--- config.mk ---
export PLATFORM = sky130hd
export DESIGN_NAME = lt_ctrl
export DESIGN_NICKNAME = d
export VERILOG_FILES = /design/src/rtl/lt_pkg.sv /design/src/rtl/lt_ctrl.sv
export SDC_FILE = /design/constraint.sdc
export NUM_CORES = 1
export LEC_CHECK = 0
export ABC_AREA = 0
export BUFFER_PORTS_ARGS = -buffer_cell sky130_fd_sc_hd__buf_4
export CORE_AREA = 2 2 39 41
export DETAILED_ROUTE_END_ITERATION = 10
export DIE_AREA = 0 0 41 43
export SYNTH_ARGS = -nofsm -noshare
export SYNTH_HDL_FRONTEND = slang
export SYNTH_SLANG_ARGS = --single-unit
--- constraint.sdc ---
create_clock -name i_clk -period 1.7 [get_ports i_clk]
set_clock_uncertainty 0.1 [all_clocks]
set_input_delay 0.17 -clock i_clk [delete_from_list [all_inputs] [get_ports i_clk]]
set_output_delay 0.17 -clock i_clk [all_outputs]
set_load 0.01 [all_outputs]
--- src/rtl/lt_pkg.sv ---
`default_nettype none

package lt_pkg;

    // Default sizes of the block.
    localparam int SAMPLE_BITS_DEF = 24;
    localparam int PHASE_BITS_DEF  = 24;
    localparam int SINE_DEPTH_DEF  = 1024;

    // LFO values and gains are Q1.23.
    localparam int LFO_FRAC = 23;
    localparam int LFO_W    = LFO_FRAC + 1;
    localparam int LFO_SW   = LFO_FRAC + 2;
    localparam logic [LFO_SW-1:0] LFO_ONE = LFO_SW'(1) << LFO_FRAC;

    localparam longint unsigned HALF_PI_Q30 = 64'd1686629713;

    // Phase fraction points of the triangle and the sloped square, in Q23.
    localparam logic [LFO_SW-1:0] TRI_Q1  = LFO_SW'(2097152);
    localparam logic [LFO_SW-1:0] TRI_Q3  = LFO_SW'(6291456);
    localparam logic [LFO_SW-1:0] SQ_T48  = LFO_SW'(4026532);
    localparam logic [LFO_SW-1:0] SQ_T50  = LFO_SW'(4194304);
    localparam logic [LFO_SW-1:0] SQ_T98  = LFO_SW'(8220836);
    localparam logic [LFO_SW-1:0] SQ_SLOPE = LFO_SW'(50);
    localparam int SQ_EDGE_W = 18;

    // Depth in Q1.15.
    localparam int DEPTH_W = 16;
    localparam int DEPTH_FRAC = 15;
    localparam logic [DEPTH_W-1:0] DEPTH_FULL = DEPTH_W'(32768);

    // Configuration registers.
    localparam int SHAPE_W    = 2;
    localparam int STEP_W     = 23;
    localparam int CFG_IDX_W  = 2;
    localparam int CFG_DATA_W = 23;

    localparam logic [CFG_IDX_W-1:0] REG_WAVE_SHAPE   = 2'd0;
    localparam logic [CFG_IDX_W-1:0] REG_DEPTH_AMOUNT = 2'd1;
    localparam logic [CFG_IDX_W-1:0] REG_PHASE_STEP   = 2'd2;

    localparam logic [STEP_W-1:0] STEP_RESET = STEP_W'(3);

    localparam logic [SHAPE_W-1:0] SHAPE_SINE   = 2'd0;
    localparam logic [SHAPE_W-1:0] SHAPE_TRI    = 2'd1;
    localparam logic [SHAPE_W-1:0] SHAPE_SQUARE = 2'd2;
    localparam logic [SHAPE_W-1:0] SHAPE_RING   = 2'd3;

    // Commands from the controller to the datapath.
    typedef struct packed {
        logic accept;
        logic lfo_en;
        logic gain_en;
        logic mul_en;
        logic out_load;
    } t_cmd;

    // Sine over 0..pi/2 with the argument in Q30, result in Q23 clamped to 0..1.
    // Degree 13 Taylor series with each term truncated. Used only to build tables.
    function automatic logic [LFO_W-1:0] quarter_sine(input longint unsigned x);
        longint sum;
        longint unsigned term;
        sum  = longint'(x);
        term = x;
        for (int n = 1; n <= 6; n++) begin
            term = (((term * x) >> 30) * x) >> 30;
            case (n)
                1:       term = term / 64'd6;
                2:       term = term / 64'd20;
                3:       term = term / 64'd42;
                4:       term = term / 64'd72;
                5:       term = term / 64'd110;
                default: term = term / 64'd156;
            endcase
            if ((n & 1) != 0) begin
                sum = sum - longint'(term);
            end else begin
                sum = sum + longint'(term);
            end
        end
        if (sum < 0) begin
            sum = 0;
        end
        sum = (sum + 64) >>> 7;
        if (sum > longint'(LFO_ONE)) begin
            sum = longint'(LFO_ONE);
        end
        return sum[LFO_W-1:0];
    endfunction

endpackage

`default_nettype wire

--- src/rtl/lt_ctrl.sv ---
`default_nettype none

module lt_ctrl (
    input  wire logic         i_clk,
    input  wire logic         i_rst_n,
    input  wire logic         i_in_valid,
    output logic              o_in_ready,
    input  wire logic         i_out_ready,
    output logic              o_out_valid,
    output lt_pkg::t_cmd      o_cmd
);
    import lt_pkg::*;

    typedef enum logic [4:0] {
        S_IDLE = 5'b00001,
        S_LFO  = 5'b00010,
        S_GAIN = 5'b00100,
        S_MUL  = 5'b01000,
        S_DONE = 5'b10000
    } t_state;

    t_state r_state;
    t_state n_state;
    logic   r_out_valid;
    logic   n_out_valid;
    logic   out_free;
    logic   in_ready;
    logic   accept;

    assign out_free = !r_out_valid || i_out_ready;
    assign in_ready = (r_state == S_IDLE) || ((r_state == S_DONE) && out_free);
    assign accept   = i_in_valid && in_ready;

    always_comb begin
        o_cmd          = '0;
        o_cmd.accept   = accept;
        o_cmd.lfo_en   = (r_state == S_LFO);
        o_cmd.gain_en  = (r_state == S_GAIN);
        o_cmd.mul_en   = (r_state == S_MUL);
        o_cmd.out_load = (r_state == S_DONE) && out_free;
    end

    always_comb begin
        n_state = r_state;
        case (r_state)
            S_IDLE: begin
                if (accept) n_state = S_LFO;
            end
            S_LFO:  n_state = S_GAIN;
            S_GAIN: n_state = S_MUL;
            S_MUL:  n_state = S_DONE;
            S_DONE: begin
                if (out_free) n_state = accept ? S_LFO : S_IDLE;
            end
            default: n_state = S_IDLE;
        endcase
    end

    always_comb begin
        n_out_valid = r_out_valid;
        if (o_cmd.out_load) begin
            n_out_valid = 1'b1;
        end else if (i_out_ready) begin
            n_out_valid = 1'b0;
        end
    end

    always_ff @(posedge i_clk) begin
        if (!i_rst_n) begin
            r_state     <= S_IDLE;
            r_out_valid <= 1'b0;
        end else begin
            r_state     <= n_state;
            r_out_valid <= n_out_valid;
        end
    end

    assign o_in_ready  = in_ready;
    assign o_out_valid = r_out_valid;

    a_accept_starts: assert property (@(posedge i_clk) disable iff (!i_rst_n)
        accept |=> (r_state == S_LFO))
        else $error("accepted transaction did not start the LFO step");

    a_valid_from_done: assert property (@(posedge i_clk) disable iff (!i_rst_n)
        $rose(r_out_valid) |-> $past(r_state == S_DONE))
        else $error("result raised outside the done step");

    a_gain_order: assert property (@(posedge i_clk) disable iff (!i_rst_n)
        (r_state == S_GAIN) |-> $past(r_state == S_LFO))
        else $error("gain step not preceded by LFO step");

    a_no_accept_busy: assert property (@(posedge i_clk) disable iff (!i_rst_n)
        ((r_state == S_LFO) || (r_state == S_GAIN) || (r_state == S_MUL)) |-> !accept)
        else $error("transaction accepted while an item is in flight");

endmodule

`default_nettype wire

==> summary.md <==
| Metric | Value |
|---|---|
| Run status | `finished, final reports clean` |
| Required @ worst endpoint | `1430 ps` |
| Main synth FF type | `dfxtp_1` |
| TritonCTS clock tree | `done` |
| Final hold vios | `0` |
| Minimum clock period | `1550 ps` |
| Post-DR wirelength/cell | `11.0 um` |
| Syn nets | `46` |
| Dpl ws | `224 ps` |
| Final net count | `58` |
| Setup crit end | `o_cmd[4]` |
| FF-to-FF End | `r_state[0]` |
| Critical path type | `flip-flop to output port` |
| Post-Syn Area | `358 um^2` |
| DR DRC count | `0` |
| Clock buffer depth | `2` |
| Clock power frac | `0.389` |
| Path depth of the worst reg2reg path | `3` |
| Arrival @ worst endpoint | `1280 ps` |
| Worst Path Max Fanout | `7` |
| Worst-Skew Late Latency | `250 ps` |
| Crit path launch type | `flip-flop` |
| Die height | `43 um` |
| Post-synth ARST share | `0` |
| Synth warnings | `0` |
| Unique masters post-synth | `25` |
| PortBufs | `10` |
| Post-CTS Setup Repair Bufs | `0` |
| Tot GR Track Use | `0.111` |
| Layout cells sized above 1 | `0.462` |
| Cell row count | `14` |
| Worst slew pin tran | `276 ps` |
| Register bit total from synthesis | `6` |
| Fmax achieved | `0.646 GHz` |
| Largest area contributor in the netlist | `dfxtp_1` |
| Post-Syn Instances | `42` |
| Psw | `0.0977 mW` |
| GRT overflow | `0` |
| Initial antenna violation count | `0` |
| RSZ-0062 raised after global routing | `no` |
| CTS sink count | `6` |
| Top cell type's share of synthesized area | `0.336` |
| P&R area growth vs syn | `32.2%` |
| Seq pwr share | `0.436` |
| Period utilization | `0.911` |
| Met3 usage | `0.0628` |
| Post-DP Area | `433 um^2` |
| Slew margin rel. | `0.816` |
| Pin count of the biggest net entering global routing | `12` |
| Final setup fails | `0` |
| Count leader, synth | `dfxtp_1` |
| Commonest cells in the netlist | `dfxtp_1 (6), nand2_1 (3), nand2b_1 (3), nor2_1 (3), o21ai_0 (3)` |
| Num CTS Buffers | `3` |
| Hpwl dp | `592 um` |
| Worst reg2reg startpoint | `r_state[1]` |
| Int Pwr | `0.261 mW` |
| Htree depth | `1` |
| Starting density of the core | `0.259` |
| Vias post-DR | `337` |
| ANT cells | `0` |
| Antenna-violating nets left | `0` |
| Post-synthesis sequential area ratio | `0.336` |
| Hold-fix buffers, CTS | `0` |
| Placer Congestion | `0.846` |
| First-pass iteration count of the detailed router | `4` |
| Syn Area/Cell | `8.52 um^2` |
| Global-route wire length before repair | `1240 um` |
| Hold Path Class | `input port to flip-flop` |
| R2R Setup Slk | `430 ps` |
| Max Cap Viol | `0` |
| Total wire length | `746 um` |
| Horiz. Die Dim | `41 um` |
| Leakage power | `0.218 nW` |
| Largest cells by area after synthesis | `dfxtp_1 (34%), nor3b_2 (7.0%), nand2b_1 (5.2%)` |
| Peak VDD IR | `0.217 mV` |
| EDFF count, synth | `0` |
| Slew Viols, Final | `0` |
| Vias in the first global route | `322` |
| CTS Root Buffer Type | `clkbuf_4` |
| Worst setup EP type | `output port` |
| Setup ws final | `151 ps` |
| Core Area | `1380 um^2` |
| Sum of negative setup slack | `0 ps` |
| Sw frac | `0.272` |
| GR peak layer | `met1` |
| DR iter-0 viols | `11` |
| Crit path launch | `r_state[3]` |
| Routed vias/inst | `4.96` |
| CTS clk-pin slew, worst paths | `50 ps` |
| DIE AREA | `1760 um^2` |
| Final instance area | `473 um^2` |
| Comb power frac | `0.175` |
| Top-level I/O count | `11` |
| GR Util met2 | `0.131` |
| Met1 usage | `0.135` |
| Power Dens Cells | `758 nW/um^2` |
through the flow:
stage	util	hold WS, ps	std cells	power [mW]
finish	0.342	55.8	68	0.359
global route	0.342	59.5	68	0.377
CTS	0.333	56.2	68	0.354
detailed placement	0.313	319	65	0.215
global placement	0.313	322	65	0.215
floorplan	-	186	42	0.193
state kept, by name, indices dropped and copies added (netlist names):
name         count
o_out_valid      1
r_state          5
area by class of cell:
class / count / area, um^2
Fill cell: 156 / 911
Multi-Input combinational cell: 31 / 225
Sequential cell: 6 / 123
Timing Repair Buffer: 10 / 75.1
Clock buffer: 3 / 22.5
Tap cell: 16 / 20.0
Inverter: 2 / 7.51
what timing repair did:
item	4_1_cts	5_1_grt
pin swaps	0	2
resized for setup	2	5
endpoints found under the setup margin	1	1
endpoints found under the hold margin	0	0
cells in the final DEF (no fill, tap or decap), drive strengths merged, types with 2 or more instances in the layout:
cell,n
buf,10
clkbuf,3
nand2b,3
and3,2
dfxtp,6
a21oi,2
nand2,3
nor2,3
nor3b,2
o21ai,3
inv,2
and2,2
worst min path at each step:
| stage | from | end | slack [ps] | cells past startpoint |
|---|---|---|---|---|
| CTS | i_rst_n | r_state[3] | 60 | 2 |
| detailed placement | i_rst_n | r_state[3] | 320 | 2 |
| finish | i_rst_n | r_state[3] | 60 | 2 |
| global route | i_rst_n | r_state[3] | 60 | 2 |
| floorplan | i_in_valid | r_state[1] | 190 | 2 |
| global placement | i_rst_n | r_state[3] | 320 | 2 |
critical path: stages (launching register included):
cell and delay [ps]:
dfxtp_1 360, nor2_4 180, nand4_1 180, a21boi_1 160
buf_4 130
power by group through the flow:
stage / logic, mW / registers [mW] / clock network [mW]
after global routing: 0.0691 / 0.157 / 0.151
after detailed placement: 0.0595 / 0.156 / 0
after global placement: 0.0598 / 0.155 / 0
after CTS: 0.0607 / 0.154 / 0.140
after floorplan: 0.0389 / 0.154 / 0
final: 0.0627 / 0.156 / 0.140
logic make-up (layout without fill, tap and decap cells):
logic type      Yosys count  in the layout  share of synthesized area
simple gates             21             21                      0.392
compound gates            9              9                      0.171
flops                     6              6                      0.336
buf+inv                   5             15                     0.0769
xor+xnor                  1              1                     0.0245
per-layer routing:
layer	vias to the layer above	wire, um
met1	155	351
li1	170	-
met2	10	321
met3	2	46
met5	-	0
met4	0	27
Note: power is estimated with default switching activity, not from simulation.
