$ cat config.mk
export PLATFORM = sky130hd
export DESIGN_NAME = lt_cfg_flat
export DESIGN_NICKNAME = d
export VERILOG_FILES = /design/src/rtl/lt_pkg.sv /design/src/rtl/lt_if.sv /design/src/rtl/lt_cfg.sv /design/src/flat_wrapper.sv
export SDC_FILE = /design/constraint.sdc
export NUM_CORES = 1
export LEC_CHECK = 0
export BUFFER_PORTS_ARGS = -buffer_cell sky130_fd_sc_hd__buf_2
export CORE_ASPECT_RATIO = 1.2
export CORE_MARGIN = 1.5
export CORE_UTILIZATION = 52
export CTS_BUF_LIST = sky130_fd_sc_hd__clkbuf_8
export DETAILED_ROUTE_END_ITERATION = 10
export PLACE_DENSITY = 0.9
export SETUP_SLACK_MARGIN = 0.3
export SLEW_MARGIN = 20
export SYNTH_ARGS = -nofsm -noshare
export SYNTH_HDL_FRONTEND = slang
export SYNTH_SLANG_ARGS = --single-unit
$ cat constraint.sdc
create_clock -name i_clk -period 2.2 [get_ports i_clk]
set_input_delay 0.44 -clock i_clk [delete_from_list [all_inputs] [get_ports i_clk]]
set_output_delay 0.44 -clock i_clk [all_outputs]
set_load 0.01 [all_outputs]
$ cat src/rtl/lt_pkg.sv
`default_nettype none

package lt_pkg;

    // Default sizes of the block.
    localparam int SAMPLE_BITS_DEF = 24;
    localparam int PHASE_BITS_DEF  = 24;
    localparam int SINE_DEPTH_DEF  = 1024;

    // LFO values and gains are Q1.23.
    localparam int LFO_FRAC = 23;
    localparam int LFO_W    = LFO_FRAC + 1;
    localparam int LFO_SW   = LFO_FRAC + 2;
    localparam logic [LFO_SW-1:0] LFO_ONE = LFO_SW'(1) << LFO_FRAC;

    localparam longint unsigned HALF_PI_Q30 = 64'd1686629713;

    // Phase fraction points of the triangle and the sloped square, in Q23.
    localparam logic [LFO_SW-1:0] TRI_Q1  = LFO_SW'(2097152);
    localparam logic [LFO_SW-1:0] TRI_Q3  = LFO_SW'(6291456);
    localparam logic [LFO_SW-1:0] SQ_T48  = LFO_SW'(4026532);
    localparam logic [LFO_SW-1:0] SQ_T50  = LFO_SW'(4194304);
    localparam logic [LFO_SW-1:0] SQ_T98  = LFO_SW'(8220836);
    localparam logic [LFO_SW-1:0] SQ_SLOPE = LFO_SW'(50);
    localparam int SQ_EDGE_W = 18;

    // Depth in Q1.15.
    localparam int DEPTH_W = 16;
    localparam int DEPTH_FRAC = 15;
    localparam logic [DEPTH_W-1:0] DEPTH_FULL = DEPTH_W'(32768);

    // Configuration registers.
    localparam int SHAPE_W    = 2;
    localparam int STEP_W     = 23;
    localparam int CFG_IDX_W  = 2;
    localparam int CFG_DATA_W = 23;

    localparam logic [CFG_IDX_W-1:0] REG_WAVE_SHAPE   = 2'd0;
    localparam logic [CFG_IDX_W-1:0] REG_DEPTH_AMOUNT = 2'd1;
    localparam logic [CFG_IDX_W-1:0] REG_PHASE_STEP   = 2'd2;

    localparam logic [STEP_W-1:0] STEP_RESET = STEP_W'(3);

    localparam logic [SHAPE_W-1:0] SHAPE_SINE   = 2'd0;
    localparam logic [SHAPE_W-1:0] SHAPE_TRI    = 2'd1;
    localparam logic [SHAPE_W-1:0] SHAPE_SQUARE = 2'd2;
    localparam logic [SHAPE_W-1:0] SHAPE_RING   = 2'd3;

    // Commands from the controller to the datapath.
    typedef struct packed {
        logic accept;
        logic lfo_en;
        logic gain_en;
        logic mul_en;
        logic out_load;
    } t_cmd;

    // Sine over 0..pi/2 with the argument in Q30, result in Q23 clamped to 0..1.
    // Degree 13 Taylor series with each term truncated. Used only to build tables.
    function automatic logic [LFO_W-1:0] quarter_sine(input longint unsigned x);
        longint sum;
        longint unsigned term;
        sum  = longint'(x);
        term = x;
        for (int n = 1; n <= 6; n++) begin
            term = (((term * x) >> 30) * x) >> 30;
            case (n)
                1:       term = term / 64'd6;
                2:       term = term / 64'd20;
                3:       term = term / 64'd42;
                4:       term = term / 64'd72;
                5:       term = term / 64'd110;
                default: term = term / 64'd156;
            endcase
            if ((n & 1) != 0) begin
                sum = sum - longint'(term);
            end else begin
                sum = sum + longint'(term);
            end
        end
        if (sum < 0) begin
            sum = 0;
        end
        sum = (sum + 64) >>> 7;
        if (sum > longint'(LFO_ONE)) begin
            sum = longint'(LFO_ONE);
        end
        return sum[LFO_W-1:0];
    endfunction

endpackage

`default_nettype wire

$ cat src/rtl/lt_if.sv
`default_nettype none


interface lt_cfg_if ();
    logic                            valid;
    logic                            ready;
    logic [lt_pkg::CFG_IDX_W-1:0]    idx;
    logic [lt_pkg::CFG_DATA_W-1:0]   data;

    modport source (output valid, output idx, output data, input ready);
    modport sink (input valid, input idx, input data, output ready);
endinterface

`default_nettype wire

$ cat src/rtl/lt_cfg.sv
`default_nettype none

module lt_cfg (
    input  wire logic                       i_clk,
    input  wire logic                       i_rst_n,
    lt_cfg_if.sink                          i_cfg,
    output logic      [lt_pkg::SHAPE_W-1:0] o_shape,
    output logic      [lt_pkg::DEPTH_W-1:0] o_depth,
    output logic      [lt_pkg::STEP_W-1:0]  o_step
);
    import lt_pkg::*;

    logic [SHAPE_W-1:0] r_shape;
    logic [DEPTH_W-1:0] r_depth;
    logic [STEP_W-1:0]  r_step;

    assign i_cfg.ready = 1'b1;

    always_ff @(posedge i_clk) begin
        if (!i_rst_n) begin
            r_shape <= SHAPE_SINE;
            r_depth <= '0;
            r_step  <= STEP_RESET;
        end else if (i_cfg.valid) begin
            case (i_cfg.idx)
                REG_WAVE_SHAPE:   r_shape <= i_cfg.data[SHAPE_W-1:0];
                REG_DEPTH_AMOUNT: r_depth <= i_cfg.data[DEPTH_W-1:0];
                REG_PHASE_STEP:   r_step  <= i_cfg.data[STEP_W-1:0];
                default: begin
                end
            endcase
        end
    end

    assign o_shape = r_shape;
    assign o_depth = r_depth;
    assign o_step  = r_step;

endmodule

`default_nettype wire

$ cat src/flat_wrapper.sv
// flat-port wrapper written by rule: the top's interface ports become plain ports
module lt_cfg_flat import lt_pkg::*;
  (i_clk, i_rst_n, o_shape, o_depth, o_step, i_cfg_valid, i_cfg_idx, i_cfg_data, i_cfg_ready);
  lt_cfg_if i_cfg_i ();
  input  wire logic i_clk;
  input  wire logic i_rst_n;
  output logic      [lt_pkg::SHAPE_W-1:0] o_shape;
  output logic      [lt_pkg::DEPTH_W-1:0] o_depth;
  output logic      [lt_pkg::STEP_W-1:0] o_step;
  input wire logic [$bits(i_cfg_i.valid)-1:0] i_cfg_valid;
  input wire logic [$bits(i_cfg_i.idx)-1:0] i_cfg_idx;
  input wire logic [$bits(i_cfg_i.data)-1:0] i_cfg_data;
  output wire logic [$bits(i_cfg_i.ready)-1:0] i_cfg_ready;
  assign i_cfg_i.valid = i_cfg_valid;
  assign i_cfg_i.idx = i_cfg_idx;
  assign i_cfg_i.data = i_cfg_data;
  assign i_cfg_ready = i_cfg_i.ready;
  lt_cfg u_core (.i_clk(i_clk), .i_rst_n(i_rst_n), .i_cfg(i_cfg_i), .o_shape(o_shape), .o_depth(o_depth), .o_step(o_step));
endmodule
==> reports/results.ini <==
[status]
status=complete, no violations

[floorplanning]
fp.dieW_um=53.9
initial_core_util_pct=53.9
die_h_um=64.1
io_pins=70
core_area_um2=3000
die_area_um2=3450
std_cell_rows=22

[detailed_routing]
drt-total-wl_mm=3.15
drt_first_pass_iters=4
final_antenna_net_count=0
drcViolationCount=0
route.vias.total=1282
initialDrtViolationCount=47
post_drt_via_cell_ratio=4.80
post_drt_wl_per_cell_um=11.8

[synth]
sequential_element_share_of_the_synthesized_area_pct=50.8
yosys.area_share.xor_xnor_pct=0
synth_simple_gate_area_share_pct=17.0
synth_mux_area_share_pct=24.1
post_synthesis_area_per_instance_um2=9.80
synth_compound_gate_area_share_pct=0.929
synth-seq-cells=41
synth_top_family_by_area=multiplexers
synthesis.instances=165
post_synth_instance_area_um2=1620
total_of_warnings_raised_by_yosys=0
synth_adder_area_share_pct=0
post_synth_num_cell_types=16
postSynthNetCount=193

[clocking]
cts_hold_buf=0
clkTransAtPathRegs_ns=0.08
number_of_buffers_created_by_cts=5
cts_post_setup_buffers_inserted=0
cts_tree=done
clkSinkCount=41
worst_skew_pair_latency_ns=0.29
cts.path.max_buffers=2
clockRootBuffer=sky130_fd_sc_hd__clkbuf_8
cts_resized=0
cts.htree.levels=2

[finish]
layout-drive-gt1-share_pct=34.2
fillerInstances=239
highest_count_cells_in_the_layout_ignoring_fill_and_taps=68 x sky130_fd_sc_hd__buf_2, 62 x sky130_fd_sc_hd__nand2_1, 41 x sky130_fd_sc_hd__dfxtp_1
multi_input_comb_area_um2=683
layout-area-overhead-vs-synth_pct=27.4
layout.cells.most_common=sky130_fd_sc_hd__buf_2
final_net_count=258
utilization_pct=68.6
layout.area.seq_um2=821
antenna-diode-count=0
finish.instance_area_um2=2060

[timing]
fin_crit_ns=1.22
timing_hold_violations_final=0
setup_repair_after_global_routing_missed_its_margin=false
report.final.slew_viol_count=0
maximum_achievable_frequency_mhz=817
fin_worst_skew_ns=0
timing.final.crit_share_pct=55.6
final.setup.tns_ns=0
final_setup_vio_count=0

[pwr]
p_total_w=0.00154
switching_share_pct=23.5
vdd.ir_drop.worst_v=0.000706
clock_power_share_pct=39.4
power.internal_w=0.00118
pwr_density_cell_nw_per_um2=748
pwr-share-seq_pct=50.8
comb_power_share_pct=9.8
power.static_leakage_nw=1.06
switching_power_w=0.000361

[min_path]
min-delay-path-class=input port to flop

[critical_path]
worst_path_required_time_ns=1.76
path_buf_inv=1
critical_path.max_fanout=2
cell_at_the_slowest_stage_of_the_critical_path=sky130_fd_sc_hd__dfxtp_1
critPathLaunchType=flop
cpPeakStageDelay_ns=0.36
arrival_ns=0.78
dominant_delay_contributor_by_cell_family_on_the_critical_path=flip-flops
worst-setup-path-type=flop to output port
cell_breakdown_of_the_critical_path=buf_2
critPathCaptureType=output port

[place]
port_buffers=68
dpl.hpwl_mm=2.27
routability_congestion=0.744
placed_inst_area_um2=1940

[job]
max_cap_viols=0

[global_route]
all_layer_gr_usage_pct=19.6
first_global_vias=1205
grt_pass1_wl_mm=4.91
grt_remaining_overflow=0
grt_max_degree=54
number_of_antenna_violations_at_the_first_check_in_global_routing=0

==> tightest hold or removal path, cell delays in order <==
cell,delay (ns)
sky130_fd_sc_hd__buf_2,0.10
sky130_fd_sc_hd__nand2_1,0.04
sky130_fd_sc_hd__mux2i_1,0.05
==> power groups by stage <==
stage               Combinational (W)  Sequential, W  Clock, W
CTS                          0.000153       0.000782  0.000619
finish                       0.000151       0.000782  0.000607
global route                 0.000166       0.000785  0.000657
global placement             0.000150       0.000798         0
floorplan                   0.0000812       0.000811         0
detailed placement           0.000153       0.000799         0
==> worst paths after layout <==
kind              cells after the start         startpoint                 to  slack [ns]
setup / recovery                      1   u_core.o_step[7]          o_step[7]        0.98
hold / removal                        3     i_cfg_data[21]  u_core.o_step[21]        0.39
setup reg to reg                      2   u_core.o_step[0]   u_core.o_step[0]        1.58
hold reg to reg                       2  u_core.o_step[21]  u_core.o_step[21]        0.46
==> final cells by class <==
cell class / count / area share (%)
inverters: 2 / 0.365
repair buffers: 71 / 18.8
well taps: 36 / 2.19
clock buffers: 5 / 3.34
flip-flops and latches: 41 / 39.9
multi-input cells: 109 / 33.2
clock inverters: 3 / 2.25
==> synthesized netlist by cell type, drive strengths merged <==
| master | count | area (um^2) |
|---|---|---|
| and3b | 1 | 8.76 |
| buf | 11 | 97.6 |
| clkbuf | 2 | 7.51 |
| conb | 1 | 3.75 |
| dfxtp | 41 | 821 |
| inv | 2 | 7.51 |
| mux2i | 39 | 390 |
| nand2 | 62 | 233 |
| nand3b | 1 | 7.51 |
| nand4b | 2 | 17.5 |
| nor3b | 1 | 7.51 |
| o211ai | 2 | 15.0 |
==> logic make-up after synthesis <==
| kind of cell | count (synthesis) |
|---|---|
| AND/OR/NAND/NOR | 67 |
| flip-flops | 41 |
| multiplexers | 39 |
| buffers and inverters | 15 |
| AO/OA/AOI/OAI | 2 |
| other | 1 |
==> sequential cells by signal (all words and copies together) (netlist names) <==
| register | cells |
|---|---|
| u_core.o_depth | 16 |
| u_core.o_shape | 2 |
| u_core.o_step | 23 |
==> stage by stage <==
stage                     setup slack [ns]  hold slack (ns)  cells
after floorplan                       1.06            0.479    165
after global placement               0.697            0.440    259
after detailed placement             0.695            0.448    259
after CTS                            0.967            0.388    267
after global routing                 0.934            0.387    267
final                                0.976            0.390    267
==> per-layer routing <==
layer	wire [um]	share of wire, %	up-vias	global-route usage [%]
met5	0	0	-	0
met4	42	1.3	0	8.97
met3	189	6.0	4	7.48
met2	1590	51	39	32.2
met1	1320	42	579	21.4
li1	-	-	660	-
Power figures use the tool's default switching activity.
